<file path="config.mk">
export PLATFORM = sky130hd
export DESIGN_NAME = gwms_queue
export DESIGN_NICKNAME = d
export VERILOG_FILES = /design/src/sv/gwms_pkg.sv /design/src/sv/gwms_queue.sv
export SDC_FILE = /design/constraint.sdc
export NUM_CORES = 1
export LEC_CHECK = 0
export BUFFER_PORTS_ARGS = -buffer_cell sky130_fd_sc_hd__buf_2
export CORE_MARGIN = 3
export CORE_UTILIZATION = 48
export CTS_BUF_LIST = sky130_fd_sc_hd__clkbuf_2
export DETAILED_ROUTE_END_ITERATION = 12
export PLACE_DENSITY = 0.79
export SLEW_MARGIN = 20
export SYNTH_ARGS = -nofsm -noshare
export SYNTH_HDL_FRONTEND = slang
export SYNTH_SLANG_ARGS = --single-unit
</file>
<file path="constraint.sdc">
create_clock -name i_clk -period 2.29 [get_ports i_clk]
set_input_delay 0.3435 -clock i_clk [delete_from_list [all_inputs] [get_ports i_clk]]
set_output_delay 0.3435 -clock i_clk [all_outputs]
set_load 0.005 [all_outputs]
</file>
<file path="src/sv/gwms_pkg.sv">
// shared types, constants and the mismatch count for the guide window scan
`timescale 1ns / 1ps
package gwms_pkg;

    localparam int STORE_GUIDES      = 128;
    localparam int SLICE_GUIDES      = 32;
    localparam int SPACER_BYTE_COUNT = 5;

    localparam int BASES_W    = 40;
    localparam int IDX_W      = 7;
    localparam int SLICE_W    = 5;
    localparam int CNT_W      = 5;
    localparam int NUC_MAX    = BASES_W / 2;
    localparam int NUC_BYTES  = SPACER_BYTE_COUNT * 4;
    localparam int NUC        = (NUC_BYTES < NUC_MAX) ? NUC_BYTES : NUC_MAX;
    localparam int RESULT_MAX = 32;
    localparam int RESULT_CNT = (SLICE_GUIDES < RESULT_MAX) ? SLICE_GUIDES : RESULT_MAX;
    localparam int K_W        = (RESULT_CNT > 1) ? $clog2(RESULT_CNT) : 1;
    localparam int ADDR_W     = (STORE_GUIDES > 1) ? $clog2(STORE_GUIDES) : 1;
    localparam int QUEUE_DEPTH = 2;
    localparam int QPTR_W     = $clog2(QUEUE_DEPTH);

    localparam logic MODE_LOAD   = 1'b0;
    localparam logic MODE_WINDOW = 1'b1;

    // one classified item on its way from front to back
    typedef struct packed {
        logic               is_load;
        logic [IDX_W-1:0]   index;
        logic [BASES_W-1:0] bases;
        logic               last_window;
    } t_cmd;

    typedef struct packed {
        logic [SLICE_W-1:0] slice_guide;
        logic [CNT_W-1:0]   mismatches;
        logic               last;
        logic               chunk_done;
    } t_result;

    // a position mismatches when either of its two code bits differs
    function automatic logic [CNT_W-1:0] f_mismatches(input logic [BASES_W-1:0] a,
                                                      input logic [BASES_W-1:0] b);
        logic [BASES_W-1:0] d;
        logic [CNT_W-1:0]   total;
        d     = a ^ b;
        total = '0;
        for (int i = 0; i < NUC; i++) begin
            total = total + CNT_W'(d[2*i] | d[2*i+1]);
        end
        return total;
    endfunction

endpackage

</file>
<file path="src/sv/gwms_queue.sv">
// short command queue between the front and back stages
`timescale 1ns / 1ps
module gwms_queue (
    input  logic           i_clk,
    input  logic           i_rst_n,
    input  logic           i_push_valid,
    output logic           o_push_ready,
    input  gwms_pkg::t_cmd i_push_cmd,
    output logic           o_pop_valid,
    input  logic           i_pop_ready,
    output gwms_pkg::t_cmd o_pop_cmd
);
    import gwms_pkg::*;

    t_cmd                r_slot [QUEUE_DEPTH];
    logic [QPTR_W-1:0]   r_wptr, r_rptr;
    logic [QPTR_W:0]     r_cnt;
    logic                push, pop;

    function automatic logic [QPTR_W-1:0] f_next(input logic [QPTR_W-1:0] p);
        return (p == QPTR_W'(QUEUE_DEPTH - 1)) ? '0 : p + 1'b1;
    endfunction

    assign o_push_ready = (r_cnt != (QPTR_W + 1)'(QUEUE_DEPTH));
    assign o_pop_valid  = (r_cnt != '0);
    assign o_pop_cmd    = r_slot[r_rptr];
    assign push         = i_push_valid && o_push_ready;
    assign pop          = o_pop_valid && i_pop_ready;

    always_ff @(posedge i_clk) begin
        if (!i_rst_n) begin
            r_wptr <= '0;
            r_rptr <= '0;
            r_cnt  <= '0;
        end else begin
            if (push) begin
                r_wptr <= f_next(r_wptr);
            end
            if (pop) begin
                r_rptr <= f_next(r_rptr);
            end
            priority if (push && !pop) begin
                r_cnt <= r_cnt + 1'b1;
            end else if (pop && !push) begin
                r_cnt <= r_cnt - 1'b1;
            end else begin
                r_cnt <= r_cnt;
            end
        end
    end

    always_ff @(posedge i_clk) begin
        if (push) begin
            r_slot[r_wptr] <= i_push_cmd;
        end
    end

endmodule

</file>
# [Word level (Yosys, flattened, before mapping)]
# Memory sizes are Yosys's and may differ from the RTL's. A register that Yosys moved wholly into a read port is not among the register bits.
# Index checks and enable logic that the tools add are counted.
[totals] n_memories=1 mem_bits_rw=98 ff_bits=4 input_bits=53
[op_classes] eq_ne=1 reduce_logical=8 n_addsub=4 muxes=8
[memory_table] memory="r_slot" words=2 word_bits=49 rd=1 rd_ports_with_merged_regs=1 wr=1 line="gwms_queue.sv:15" source="t_cmd r_slot [QUEUE_DEPTH];"
[ops] operator="$mux 1" count=6
[ops] operator="$logic_and 1x1->1" count=4
[ops] operator="$mux 2" count=2
[ops] operator="$reduce_bool 2->1" count=2
[ops] operator="$add 1x1->1 const B" count=2
[ops] operator="$add 2x1->2 const B" count=1
[ops] operator="$logic_not 1->1" count=2
[ops] operator="$ne 2x2->1 const B" count=1
[ops] operator="$sub 2x1->2 const B" count=1

# [Depth between registers and ports, before layout]
[depth] word_depth=6 mapped_depth=6

# [Worst setup path after synthesis]
# Ideal clock, no wire load.
[synth_path] path_type="register -> register" from="reg r_cnt[0]" to="mem r_slot[1][0] in the netlist's numbering, enable pin" path_slack_ns=0.103 period_less_slack_ns=2.187 required_ns=1.878 setup_ns=0.412 arrival_time_ns=1.775 path_stages_with_launch=3 path_cell_list="dfxtp_1 nand2b_4 and3_1"
[synth_between] elab_chain_len=4
[synth_rtl] item="start, declared" line="gwms_queue.sv:17" source="logic [QPTR_W:0] r_cnt;"
[synth_rtl] item="start signal, assigned" line="gwms_queue.sv:43" source="r_cnt <= r_cnt + 1'b1;"
[synth_rtl] item="start signal, assigned" line="gwms_queue.sv:45" source="r_cnt <= r_cnt - 1'b1;"
[synth_rtl] item="start signal, assigned" line="gwms_queue.sv:47" source="r_cnt <= r_cnt;"
[synth_rtl] item="$ne 2x2->1" line="gwms_queue.sv:24" source="assign o_push_ready = (r_cnt != (QPTR_W + 1)'(QUEUE_DEPTH));"
[synth_rtl] item="via o_push_ready" line="gwms_queue.sv:7" source="output logic o_push_ready,"
[synth_rtl] item="$logic_and 1x1->1" line="gwms_queue.sv:27" source="assign push = i_push_valid && o_push_ready;"
[synth_rtl] item="$mux 1" line="gwms_queue.sv:53" source="if (push) begin"
[synth_rtl] item="$mux 1 (not written as such)" line="gwms_queue.sv:54" source="r_slot[r_wptr] <= i_push_cmd;"
[synth_rtl] item="end, declared" line="gwms_queue.sv:15"
# The timed path passes the listed nets, and every way through them passes these cells.

==> impl_results.md <==
- Status: complete, no violations
- Area Overhead vs Synth: 34.44%
- Worst hold start: i_push_valid
- CTS H-Tree Depth: 3
- Std cell rows: 31
- Vias in the first global route: 2228
- Setup ws final: 229.8 ps
- Crit-path max FO: 49
- Layout filler cell count: 519
- DPL Wire Length: 3.997 mm
- CORE AREA: 0.007447 mm2
- Adder-Cell Fraction of Synth Area: 0.3318%
- DRT Pass-1 Iters: 4
- Dpl ws: 569.4 ps
- Final hold violation count: 0
- Io pins: 104
- Vias per cell: 4.812
- Clock root buffer master: clkbuf_2
- Worst Hold Class: input port to flop
- Latest clock arrival within the worst-skew pair: 530 ps
- Die Area: 0.008956 mm2
- Die W: 94.64 um
- Post-synthesis mux area share: 14.63%
- Starting density of the core: 50.64%
- Hold Path End: r_wptr
- CTS Buf Count: 9
- Nets: 392
- End-of-flow core utilization: 68.08%
- Largest family of logic cells by synthesized area: multiplexers
- Clock skew: 18.23 ps
- Port-buffer cells: 103
- Layout cells sized above 1: 51.60%
- Crit end category: primary output
- Global-route wire length before repair: 10.60 mm
- Max-slew violation count: 0
- RSZ-0062 raised after global routing: false
- Setup CP Type: flop to primary output
- Largest net degree at the start of global routing: 50
- Actual slew at the worst max-slew pin: 515.4 ps
- VDD IR-drop max: 0.0007271 V
- Final wirelength: 6.941 mm
- Setup crit start kind: flop
- CTS Buffer Depth: 2
- CTS Sinks: 103
- Tcrit/Tclk final: 89.97%
- Die height: 94.64 um
- Commonest non-fill, non-tap cells in the layout: buf_2, edfxtp_1, dlygate4sd3_1
- Worst slew margin: 65.59%
- RR Startpoint: r_cnt[0]
- Via count: 2127
- Synth Area in XOR/XNOR: 0.6967%
- Area of the multi-input gates: 691.9 um2
- Post_cts resized: 0
- Ys Warns: 0
- Post-CTS setup buffers: 0
- Syn Inst Count: 176
- DRT iter0 DRCs: 59
- Hold WS: 119.4 ps
- CP arrival: 1720 ps
- Seq cells post-synth: 103
- GRT overflow: 0
- Final setup fails: 0
- Syn_nets: 230
- Routed Antenna Nets: 0
- Post-synthesis sequential area ratio: 80.69%
- Antenna Cells: 0
- Post-Synth Simple-Gate Area: 1.725%
- Gp weighted congestion: 0.6813
- Max-cap violations: 0
- R2R Path End: r_slot[0][14]
- FF/Latch Area: 0.003044 mm2
- Final Instance Area: 0.005070 mm2
- Final Critical Period: 2060 ps
- Post-synthesis compound-gate area fraction: 0.9290%
- Leakage power: 1.916 nW
- Pwr Density: 896.0 mW/mm2
- Reg clk slew, reported paths: 260 ps
- Yosys cell types: 21
- TNS Setup: 0 ps
- Worst reg2reg path depth: 4
- DRC Markers: 0
- WP data required: 1950 ps
- Antenna violations before repair: 0
- Commonest non-fill, non-tap cell in the layout: buf_2
- Mapped Area: 0.003771 mm2
- Gr usage total: 15.91%
- Mean post-synth cell area: 21.43 um2
- Min-Delay Path Depth: 3
- CTS tree: yes
- Placed cell areas: 0.004439 mm2
- R2R setup slack: 580 ps
- Post-DR wirelength/cell: 15.70 um
- Max Freq: 0.4854 GHz
==> synthesized netlist by cell type <==
cell / instances / area, um2
o21ai_0: 1 / 5.000
a21boi_1: 1 / 7.510
a21bo_2: 1 / 10.01
buf_4: 1 / 7.510
mux2_2: 49 / 551.8
o21ai_1: 1 / 5.000
or2_2: 1 / 6.260
inv_1: 1 / 3.750
or3_1: 1 / 6.260
nand3b_1: 1 / 7.510
and3_1: 1 / 6.260
and2_1: 4 / 25.02
dfxtp_1: 5 / 100.1
a21boi_0: 1 / 7.510
ha_1: 1 / 12.51
xor2_1: 1 / 8.760
nand2b_4: 1 / 13.76
xnor2_1: 2 / 17.52
buf_6: 1 / 11.26
buf_2: 3 / 15.01
edfxtp_1: 98 / 2943
==> worst max-delay path by stage <==
| stage | from | to | slack [ps] | cells after the start |
|---|---|---|---|---|
| 3_5_place_dp | r_cnt[0] | r_slot[0][11] | 570 | 4 |
| 3_3_place_gp | r_cnt[0] | r_slot[0][16] | 650 | 4 |
| 2_1_floorplan | r_cnt[0] | r_slot[1][0] | 100 | 2 |
| 6_report | flop | o_pop_cmd[36] | 230 | 3 |
| 5_1_grt | flop | o_pop_cmd[36] | 90 | 3 |
| 4_1_cts | flop | o_pop_cmd[36] | 170 | 3 |
==> sequential cells by signal (all words and copies together) (netlist names), named ones only <==
register,flops
r_cnt,2
r_rptr,1
r_slot,98
r_wptr,1
==> metrics by stage <==
step                      cells  power (W)
final                       442   0.004543
after global routing        442   0.004793
after CTS                   442   0.004606
after detailed placement    376   0.003652
after global placement      376   0.003617
after floorplan             176   0.003165
==> repair_timing <==
action,4_1_cts,5_1_grt
hold buffers,50,0
setup endpoints to repair,0,0
hold endpoints to repair,100,0
==> cell families (layout without fill, tap and decap cells) <==
logic type                 after synthesis  count (layout)
AOI/OAI and AO/OA                        5               5
DFF                                    103             103
adders and majority gates                1               1
buffers and inverters                    6             173
muxes                                   49              49
and+or+nand+nor                          9               9
xor gates and xnor gates                 3               3
==> critical path, cell delays in order (launching register included) <==
cell	delay, ps
dfxtp_2	400
buf_12	260
mux2_2	390
buf_2	130
==> layer usage <==
layer  part of all wire [%]  vias up  global-route usage, %
met5                      0        -                      0
met4                   0.62        0                  5.769
met3                    5.9        4                  4.223
met2                     51       72                  28.24
met1                     42     1037                  18.49
li1                       -     1014                      -
==> cell type report <==
class | instances | area share (%)
flip-flops and latches | 103 | 60.04
repair buffers | 156 | 21.22
clock buffers | 9 | 0.8885
well taps | 99 | 2.443
clock inverters | 7 | 1.678
multi-input cells | 67 | 13.65
inverters | 1 | 0.07404
==> report_power, final <==
part	internal [W]	switching [W]	leakage (nW)
Sequential	0.00235	0.0000749	0.957
Clock	0.000279	0.000598	0.0794
Combinational	0.000680	0.000560	0.879
No activity file was read; power rests on OpenSTA's default activity.
