`src/sv/gwms_pkg.sv`:
```
// shared types, constants and the mismatch count for the guide window scan
`timescale 1ns / 1ps
package gwms_pkg;

    localparam int STORE_GUIDES      = 128;
    localparam int SLICE_GUIDES      = 32;
    localparam int SPACER_BYTE_COUNT = 5;

    localparam int BASES_W    = 40;
    localparam int IDX_W      = 7;
    localparam int SLICE_W    = 5;
    localparam int CNT_W      = 5;
    localparam int NUC_MAX    = BASES_W / 2;
    localparam int NUC_BYTES  = SPACER_BYTE_COUNT * 4;
    localparam int NUC        = (NUC_BYTES < NUC_MAX) ? NUC_BYTES : NUC_MAX;
    localparam int RESULT_MAX = 32;
    localparam int RESULT_CNT = (SLICE_GUIDES < RESULT_MAX) ? SLICE_GUIDES : RESULT_MAX;
    localparam int K_W        = (RESULT_CNT > 1) ? $clog2(RESULT_CNT) : 1;
    localparam int ADDR_W     = (STORE_GUIDES > 1) ? $clog2(STORE_GUIDES) : 1;
    localparam int QUEUE_DEPTH = 2;
    localparam int QPTR_W     = $clog2(QUEUE_DEPTH);

    localparam logic MODE_LOAD   = 1'b0;
    localparam logic MODE_WINDOW = 1'b1;

    // one classified item on its way from front to back
    typedef struct packed {
        logic               is_load;
        logic [IDX_W-1:0]   index;
        logic [BASES_W-1:0] bases;
        logic               last_window;
    } t_cmd;

    typedef struct packed {
        logic [SLICE_W-1:0] slice_guide;
        logic [CNT_W-1:0]   mismatches;
        logic               last;
        logic               chunk_done;
    } t_result;

    // a position mismatches when either of its two code bits differs
    function automatic logic [CNT_W-1:0] f_mismatches(input logic [BASES_W-1:0] a,
                                                      input logic [BASES_W-1:0] b);
        logic [BASES_W-1:0] d;
        logic [CNT_W-1:0]   total;
        d     = a ^ b;
        total = '0;
        for (int i = 0; i < NUC; i++) begin
            total = total + CNT_W'(d[2*i] | d[2*i+1]);
        end
        return total;
    endfunction

endpackage

```
`src/sv/gwms_front.sv`:
```
// front stage: takes input transfers and classifies them into load or window commands
`timescale 1ns / 1ps
module gwms_front (
    input  logic                          i_clk,
    input  logic                          i_rst_n,
    input  logic                          i_valid,
    output logic                          o_ready,
    input  logic                          i_mode,
    input  logic [gwms_pkg::IDX_W-1:0]    i_guide_index,
    input  logic [gwms_pkg::BASES_W-1:0]  i_guide_bases,
    input  logic [gwms_pkg::BASES_W-1:0]  i_window_bases,
    input  logic                          i_last_window,
    output logic                          o_push_valid,
    input  logic                          i_push_ready,
    output gwms_pkg::t_cmd                o_push_cmd
);
    import gwms_pkg::*;

    logic r_valid, n_valid;
    t_cmd r_cmd, n_cmd;
    logic take;

    always_comb begin
        o_ready = !r_valid || i_push_ready;
        take    = i_valid && o_ready;
        n_valid = r_valid;
        n_cmd   = r_cmd;
        if (r_valid && i_push_ready) begin
            n_valid = 1'b0;
        end
        if (take) begin
            n_valid             = 1'b1;
            n_cmd.is_load       = (i_mode == MODE_LOAD);
            n_cmd.index         = i_guide_index;
            n_cmd.bases         = (i_mode == MODE_LOAD) ? i_guide_bases : i_window_bases;
            n_cmd.last_window   = i_last_window;
        end
    end

    always_ff @(posedge i_clk) begin
        if (!i_rst_n) begin
            r_valid <= 1'b0;
        end else begin
            r_valid <= n_valid;
        end
    end

    always_ff @(posedge i_clk) begin
        r_cmd <= n_cmd;
    end

    assign o_push_valid = r_valid;
    assign o_push_cmd   = r_cmd;

endmodule

```
`config.mk`:
```
export PLATFORM = sky130hd
export DESIGN_NAME = gwms_front
export DESIGN_NICKNAME = d
export VERILOG_FILES = /design/src/sv/gwms_pkg.sv /design/src/sv/gwms_front.sv
export SDC_FILE = /design/constraint.sdc
export NUM_CORES = 1
export LEC_CHECK = 0
export BUFFER_PORTS_ARGS = -buffer_cell sky130_fd_sc_hd__buf_2
export CORE_MARGIN = 2
export CORE_UTILIZATION = 34
export DETAILED_ROUTE_END_ITERATION = 8
export GPL_TIMING_DRIVEN = 0
export PLACE_DENSITY = 0.8
export REMOVE_ABC_BUFFERS = 1
export SETUP_SLACK_MARGIN = 0.05
export SYNTH_ARGS = -nofsm -noshare
export SYNTH_HDL_FRONTEND = slang
export SYNTH_SLANG_ARGS = --single-unit
```
`constraint.sdc`:
```
create_clock -name i_clk -period 2.01 [get_ports i_clk]
set_clock_uncertainty 0.2 [all_clocks]
set_input_delay 0.3015 -clock i_clk [delete_from_list [all_inputs] [get_ports i_clk]]
set_output_delay 0.3015 -clock i_clk [all_outputs]
set_load 0.005 [all_outputs]
```
* Word level (Yosys, flattened, before mapping)
Index checks and enable logic that the tools add are counted.
** Operators by class
- Muxes and demuxes :: 3
- Bitwise operators :: 1
- Reductions and logical operators :: 5
** Operators with widths (number)
- $mux 40 :: 1
- $logic_and 1x1->1 :: 2
- $mux 1 :: 2
- $reduce_bool 2->1 :: 1
- $logic_not 1->1 :: 1
- $logic_or 1x1->1 :: 1
- $not 1->1 :: 1
** Word-level totals
- Flip-flop bits (word level) :: 50
- Bits of input ports :: 93
- Word-level logic and storage cells :: 14

* Depth between registers and ports, before layout
Gate-level depths: netlist (run 1).
- Word-level depth :: 4
- Depth in mapped cells :: 3

* Least setup slack after synthesis (run 1)
Ideal clock, no wire load.
- Path type :: input-to-reg
- Start point :: in i_push_ready
- End point :: reg r_cmd, in the netlist o_push_cmd[0] (enable)
- Data arrival time :: 1.630 ns
- Slack :: -0.231 ns
- Stages on the path :: 2
- Path buffers :: 0
- Cell sequence :: nand2b_1 > and2_1
** Between the ends
- Word-level cells in the longest chain between the ends :: 2
** RTL lines
- from (decl) :: RTL line gwms_front.sv:14 : input logic i_push_ready,
- $logic_or 1x1->1 :: RTL line gwms_front.sv:24 : o_ready = !r_valid || i_push_ready;
- $logic_and 1x1->1 :: RTL line gwms_front.sv:25 : take = i_valid && o_ready;
- to (signal assigned) :: RTL line gwms_front.sv:49 : r_cmd <= n_cmd;
- to (decl) :: RTL line gwms_front.sv:20 : t_cmd r_cmd, n_cmd;
Every way passes these cells.
A chain may end at the register's enable or synchronous reset.

* Final worst setup path (run 1)
- Start point :: in i_mode
- End point :: reg r_cmd, in the netlist o_push_cmd[38], data pin
** Between the ends
- Word-level cells in the longest chain between the ends :: 1
** RTL lines
- from (decl) :: RTL line gwms_front.sv:8 : input logic i_mode,
- $mux 40 :: RTL line gwms_front.sv:35 : n_cmd.bases = (i_mode == MODE_LOAD) ? i_guide_bases : i_window_bases;
Every way passes these cells.

==> results of run 1 <==
==> cells by family (layout without fill, tap and decap cells) <==
logic type	after synthesis	after routing	synth area share
compound gates	1	1	0.003403
buf+inv	7	162	0.04479
simple gates	2	2	0.005673
mux	40	40	0.2704
flops	50	50	0.6757
==> metrics by stage <==
stage	hold WS (ns)	cell area, sq um	setup slack (ns)	TNS (ns)
after global placement	0.2808	2928	-0.6982	-35.80
after floorplan	0.2004	2116	-0.2311	-11.33
after CTS	0.04902	3174	0.1894	0
after detailed placement	0.2797	2957	-0.1530	-3.483
after global routing	0.07096	3174	0.1367	0
final	0.05999	3174	0.1961	0
==> how the worst max path moves through the flow <==
stage            startpoint              to  slack, ns
3_5_place_dp         i_mode  o_push_cmd[38]      -0.15
5_1_grt              i_mode  o_push_cmd[38]       0.14
4_1_cts              i_mode  o_push_cmd[38]       0.19
6_report             i_mode  o_push_cmd[38]       0.20
3_3_place_gp   i_push_ready  o_push_cmd[32]      -0.70
2_1_floorplan  i_push_ready   o_push_cmd[0]      -0.23
==> layout make-up <==
class	count	area, sq um
clock buffers	5	68.82
clock inverters	3	68.82
fillers	561	3139
inverters	2	7.507
multi-input cells	43	618.1
flip-flops and latches	50	1491
well taps	77	96.34
repair buffers	152	823.3
==> sequential cells by signal, summed over array words and instances (netlist names) <==
register and cells:
o_push_valid 1, o_push_cmd 49
==> power by group <==
group | total (mW) | internal (mW) | switching [mW]
logic | 0.346 | 0.220 | 0.127
registers | 1.25 | 1.23 | 0.0152
clock network | 0.827 | 0.498 | 0.329
==> repair_timing <==
action                     CTS  global route
hold endpoints to repair     8             0
hold buffers                 8             0
setup endpoints to repair    0             0
==> cells in the final DEF (no fill, tap or decap) <==
cell type,netlist,layout
bufinv_16,0,2
dfxtp_1,1,1
buf_16,0,1
clkinv_4,0,1
mux2_4,39,39
dlygate4sd3_1,0,8
nand2b_1,1,1
inv_1,2,2
edfxtp_1,49,49
a21boi_0,1,1
mux2_2,1,1
clkbuf_8,0,5
and2_2,0,1
buf_2,0,143
==> per-layer routing <==
| metal | share of wire | routed length [um] | track usage |
|---|---|---|---|
| met3 | 0.093 | 418 | 0.04130 |
| met2 | 0.50 | 2260 | 0.2255 |
| met4 | 0.013 | 58 | 0.04762 |
| met5 | 0 | 0 | 0 |
| met1 | 0.39 | 1773 | 0.1501 |
==> results.cfg, run 1 <==
[cts]
cts_sinks = 50
clock_latency_ns = 0.29
clockRootBuffer = clkbuf_8
cts-resized-gates = 0
htreeDepth = 2
path_clk_slew_ns = 0.09
numCtsBuffers = 5
cts_setup_buffers = 0
tritoncts = yes
clockBufferDepth = 2

[die]
io_pins = 144
core_sq_um = 6314
die_height_um = 84.57
die_w_um = 84.57
start_util = 0.3496
dieArea_sq_um = 7152
placementRows = 29

[logic_synthesis]
synth_most_common_cell = edfxtp_1
synth_area_sq_um = 2207
seq_area_frac_synth = 0.6757
synthTopCellsByArea = edfxtp_1 67%, mux2_4 27%, buf_12 3.6%, dfxtp_1 0.91%, buf_6 0.51%
syn_avg_cell_area_sq_um = 22.07
ys_warn_count = 0
netlist-cell-type-count = 10
yosysTopAreaCell = edfxtp_1
synth_cells = 100
ys_ff_latch = 50
synth_top_area_share = 0.6667
synth_commonest_cells = 49 x edfxtp_1, 39 x mux2_4, 4 x buf_12
synth-main-ff-cell = edfxtp_1
synth-edff-count = 49
async_flop_share = 0

[setup_path]
reg2reg_to = o_push_cmd[28]
crit_family = buffers and inverters
r2r_slack_ns = 0.30
cp.arrival_ns = 1.67
endpoint_kind = flop
crit_path_start_kind = primary input
cp_max_fo = 41
worst-path-stages = 2
critPathKind = primary input to flop
cp.required_ns = 1.87
r2r_start = o_push_valid
ff2ff_path_depth = 3
max_stage_delay_ns = 0.93
cp_cell_sequence = buf_2 -> mux2_2
slowest_stage = buf_2
path_buf_inv = 1

[cells_and_area]
nNetsFinal = 347
antennaDiodeCount = 0
area_delta_synth_final_pct = 43.82
drive_gt1_frac = 0.7569
finalNonFillerCells = 332
final_core_utilization = 0.5028

[place]
io_buffers = 143
place.gp.congestion = 0.6877
place_inst = 316
dp_hpwl_um = 3463

[worst_hold_path]
hp-start = i_rst_n
min_delay_path_depth = 2
hold_path_class = primary input to flop
min_to = o_push_valid

[sta]
worst_pin_slew_ns = 1.274
rsz0062_at_grt = no
finalCriticalPeriod_ns = 1.814
fin_crit_sh = 0.9024
slew_headroom = 0.1505
finalSetupViolations = 0
fmax_ghz = 0.5513
slew_viol_final = 0
hold_viol = 0

[route]
num_vias = 1438
drc = 0
drt_wl_total_um = 4511
drt_iter0_drc = 37
wl_per_cell_um = 13.59
via_per_inst = 4.331
drt_first_pass_iters = 4
postRouteAntennaNets = 0

[status]
status = finished clean

[grt]
grt_pass1_wl_um = 7010
grt_pass1_vias = 1523
grt_max_degree = 42
grt_usage = 0.1298
antenna_found_initial = 0
overflow = 0

[power]
total_power_mw = 2.420
vdd_ir_drop_max_v = 0.0004095
powerDensity_nw_per_um2 = 762.3
power.leakage_nw = 1.501

[job]
cap_violations = 0
Power figures use the tool's default switching activity.
==> inputs of run 2 (changes only) <==
Settings changed: CORE_UTILIZATION 34 to 38, PLACE_DENSITY 0.8 to 0.87, SETUP_SLACK_MARGIN 0.05 to 0.5.
==> results.cfg, run 2 (synthesis results as in run 1) <==
[setup_path]
cp_cell_sequence = nand2b_1 -> and2_4 -> clkbuf_16
path_buf_inv = 1
cp.required_ns = 1.83
max_stage_delay_ns = 0.32
cp_max_fo = 18
slowest_stage = and2_4
cp.arrival_ns = 1.27
endpoint_kind = flop
crit_family = simple AND/OR/NAND/NOR gates
critPathKind = flop to flop
crit_path_start_kind = flop

[grt]
grt_use_met3 = 0.06854
use_met1 = 0.1436
antenna_found_initial = 2
grt_usage = 0.1483
grt_pass1_wl_um = 7065
grt_max_degree = 42
overflow = 0
grt_pass1_vias = 1542
gr-usage-met2 = 0.2783
busiest_layer = met2

[power]
powerDensity_nw_per_um2 = 686.5
vdd_ir_drop_max_v = 0.0002716
power.leakage_nw = 1.480

[route]
drt_wl_total_um = 4800
drt_iter0_drc = 20
num_vias = 1445
drc = 0
drt_first_pass_iters = 2
postRouteAntennaNets = 0
wl_per_cell_um = 14.59
via_per_inst = 4.392

[sta]
fin_crit_sh = 0.7240
hold_viol = 0
fmax_ghz = 0.6872
rsz0062_at_grt = no
finalCriticalPeriod_ns = 1.455
timing.hold.ws_ns = 0.04929
finalSetupViolations = 0
slew_viol_final = 0
slew_headroom = 0.5197
worst_pin_slew_ns = 0.7204

[status]
status = finished clean

[cells_and_area]
multi_input_area_sq_um = 619.3
area_delta_synth_final_pct = 42.29
final_core_utilization = 0.5634
largest_reg_flops = 49
nNetsFinal = 348
layout_commonest_cell = buf_2
fillerInstances = 475
final_cell_mix = 142 x buf_2, 49 x edfxtp_1, 39 x mux2_4
regArea_sq_um = 1491
drive_gt1_frac = 0.7569

[die]
dieArea_sq_um = 6434
start_util = 0.3960
placementRows = 27
die_height_um = 80.21
core_sq_um = 5574
die_w_um = 80.21
io_pins = 144

[place]
dp_hpwl_um = 3665
place.gp.congestion = 0.6951
io_buffers = 143

[cts]
path_clk_slew_ns = 0.09
numCtsBuffers = 5
clock_latency_ns = 0.29
clockRootBuffer = clkbuf_8
cts_sinks = 50
tritoncts = yes
htreeDepth = 2
clockBufferDepth = 2

[worst_hold_path]
hold_path_class = primary input to flop

[job]
cap_violations = 0
run 2: changes by cell type in the layout (fill, tap and decap cells not counted):
cell and delta:
and2_2 -1, clkinvlp_4 +2, buf_12 +1, and2_4 +1, buf_4 +1, clkinv_4 -1, bufinv_16 -2, clkbuf_16 +1
buf_2 -1, diode_2 +2, buf_16 -1
run 2: metrics by stage:
stage / setup slack [ns] / power, mW / cells / area, sq um / setup TNS [ns]
detailed placement: -0.1713 / 1.609 / 311 / 2943 / -3.850
global route: 0.5097 / 2.258 / 329 / 3141 / 0
global placement: -0.7205 / 1.592 / 310 / 2922 / -36.62
finish: 0.5547 / 2.156 / 329 / 3141 / 0
floorplan: -0.2311 / 1.408 / 95 / 2116 / -11.33
CTS: 0.5298 / 2.176 / 326 / 3110 / 0
run 2: layout make-up:
class                   count  area share
diodes                      2    0.001594
well taps                  72     0.02869
inverters                   2    0.002390
clock buffers               5     0.02191
clock inverters             2    0.004781
repair buffers            153      0.2685
flip-flops and latches     50      0.4749
multi-input cells          43      0.1972
run 2: worst reg2reg max path, stage by stage (launching register included):
cell and delay [ns]:
dfxtp_1 0.31, nand2b_1 0.11, and2_4 0.32, clkbuf_16 0.24
run 2: worst paths after layout:
check | from | endpoint | slack [ns] | depth (start not counted)
setup reg to reg | o_push_valid | o_push_cmd[32] | 0.55 | 3
hold / removal | i_rst_n | o_push_valid | 0.05 | 2
setup / recovery | o_push_valid | o_push_cmd[32] | 0.55 | 3
hold reg to reg | o_push_valid | o_push_valid | 0.35 | 2
run 2: repair_timing:
item,4_1_cts,5_1_grt
hold buffers,8,0
gates resized for setup,2,0
buffers inserted,0,0
endpoints found under the hold margin,8,0
gates cloned,0,1
endpoints found under the setup margin,77,35
run 2: power by group:
group / internal (mW) / switching [mW]
sequential: 1.23 / 0.0155
clock: 0.238 / 0.319
combinational: 0.222 / 0.131
total: 1.69 / 0.466
run 2: per-layer routing:
layer | part of all wire | vias to the layer above
li1 | - | 696
met1 | 0.36 | 657
met2 | 0.51 | 88
met3 | 0.12 | 4
met4 | 0.0081 | 0
met5 | 0 | -
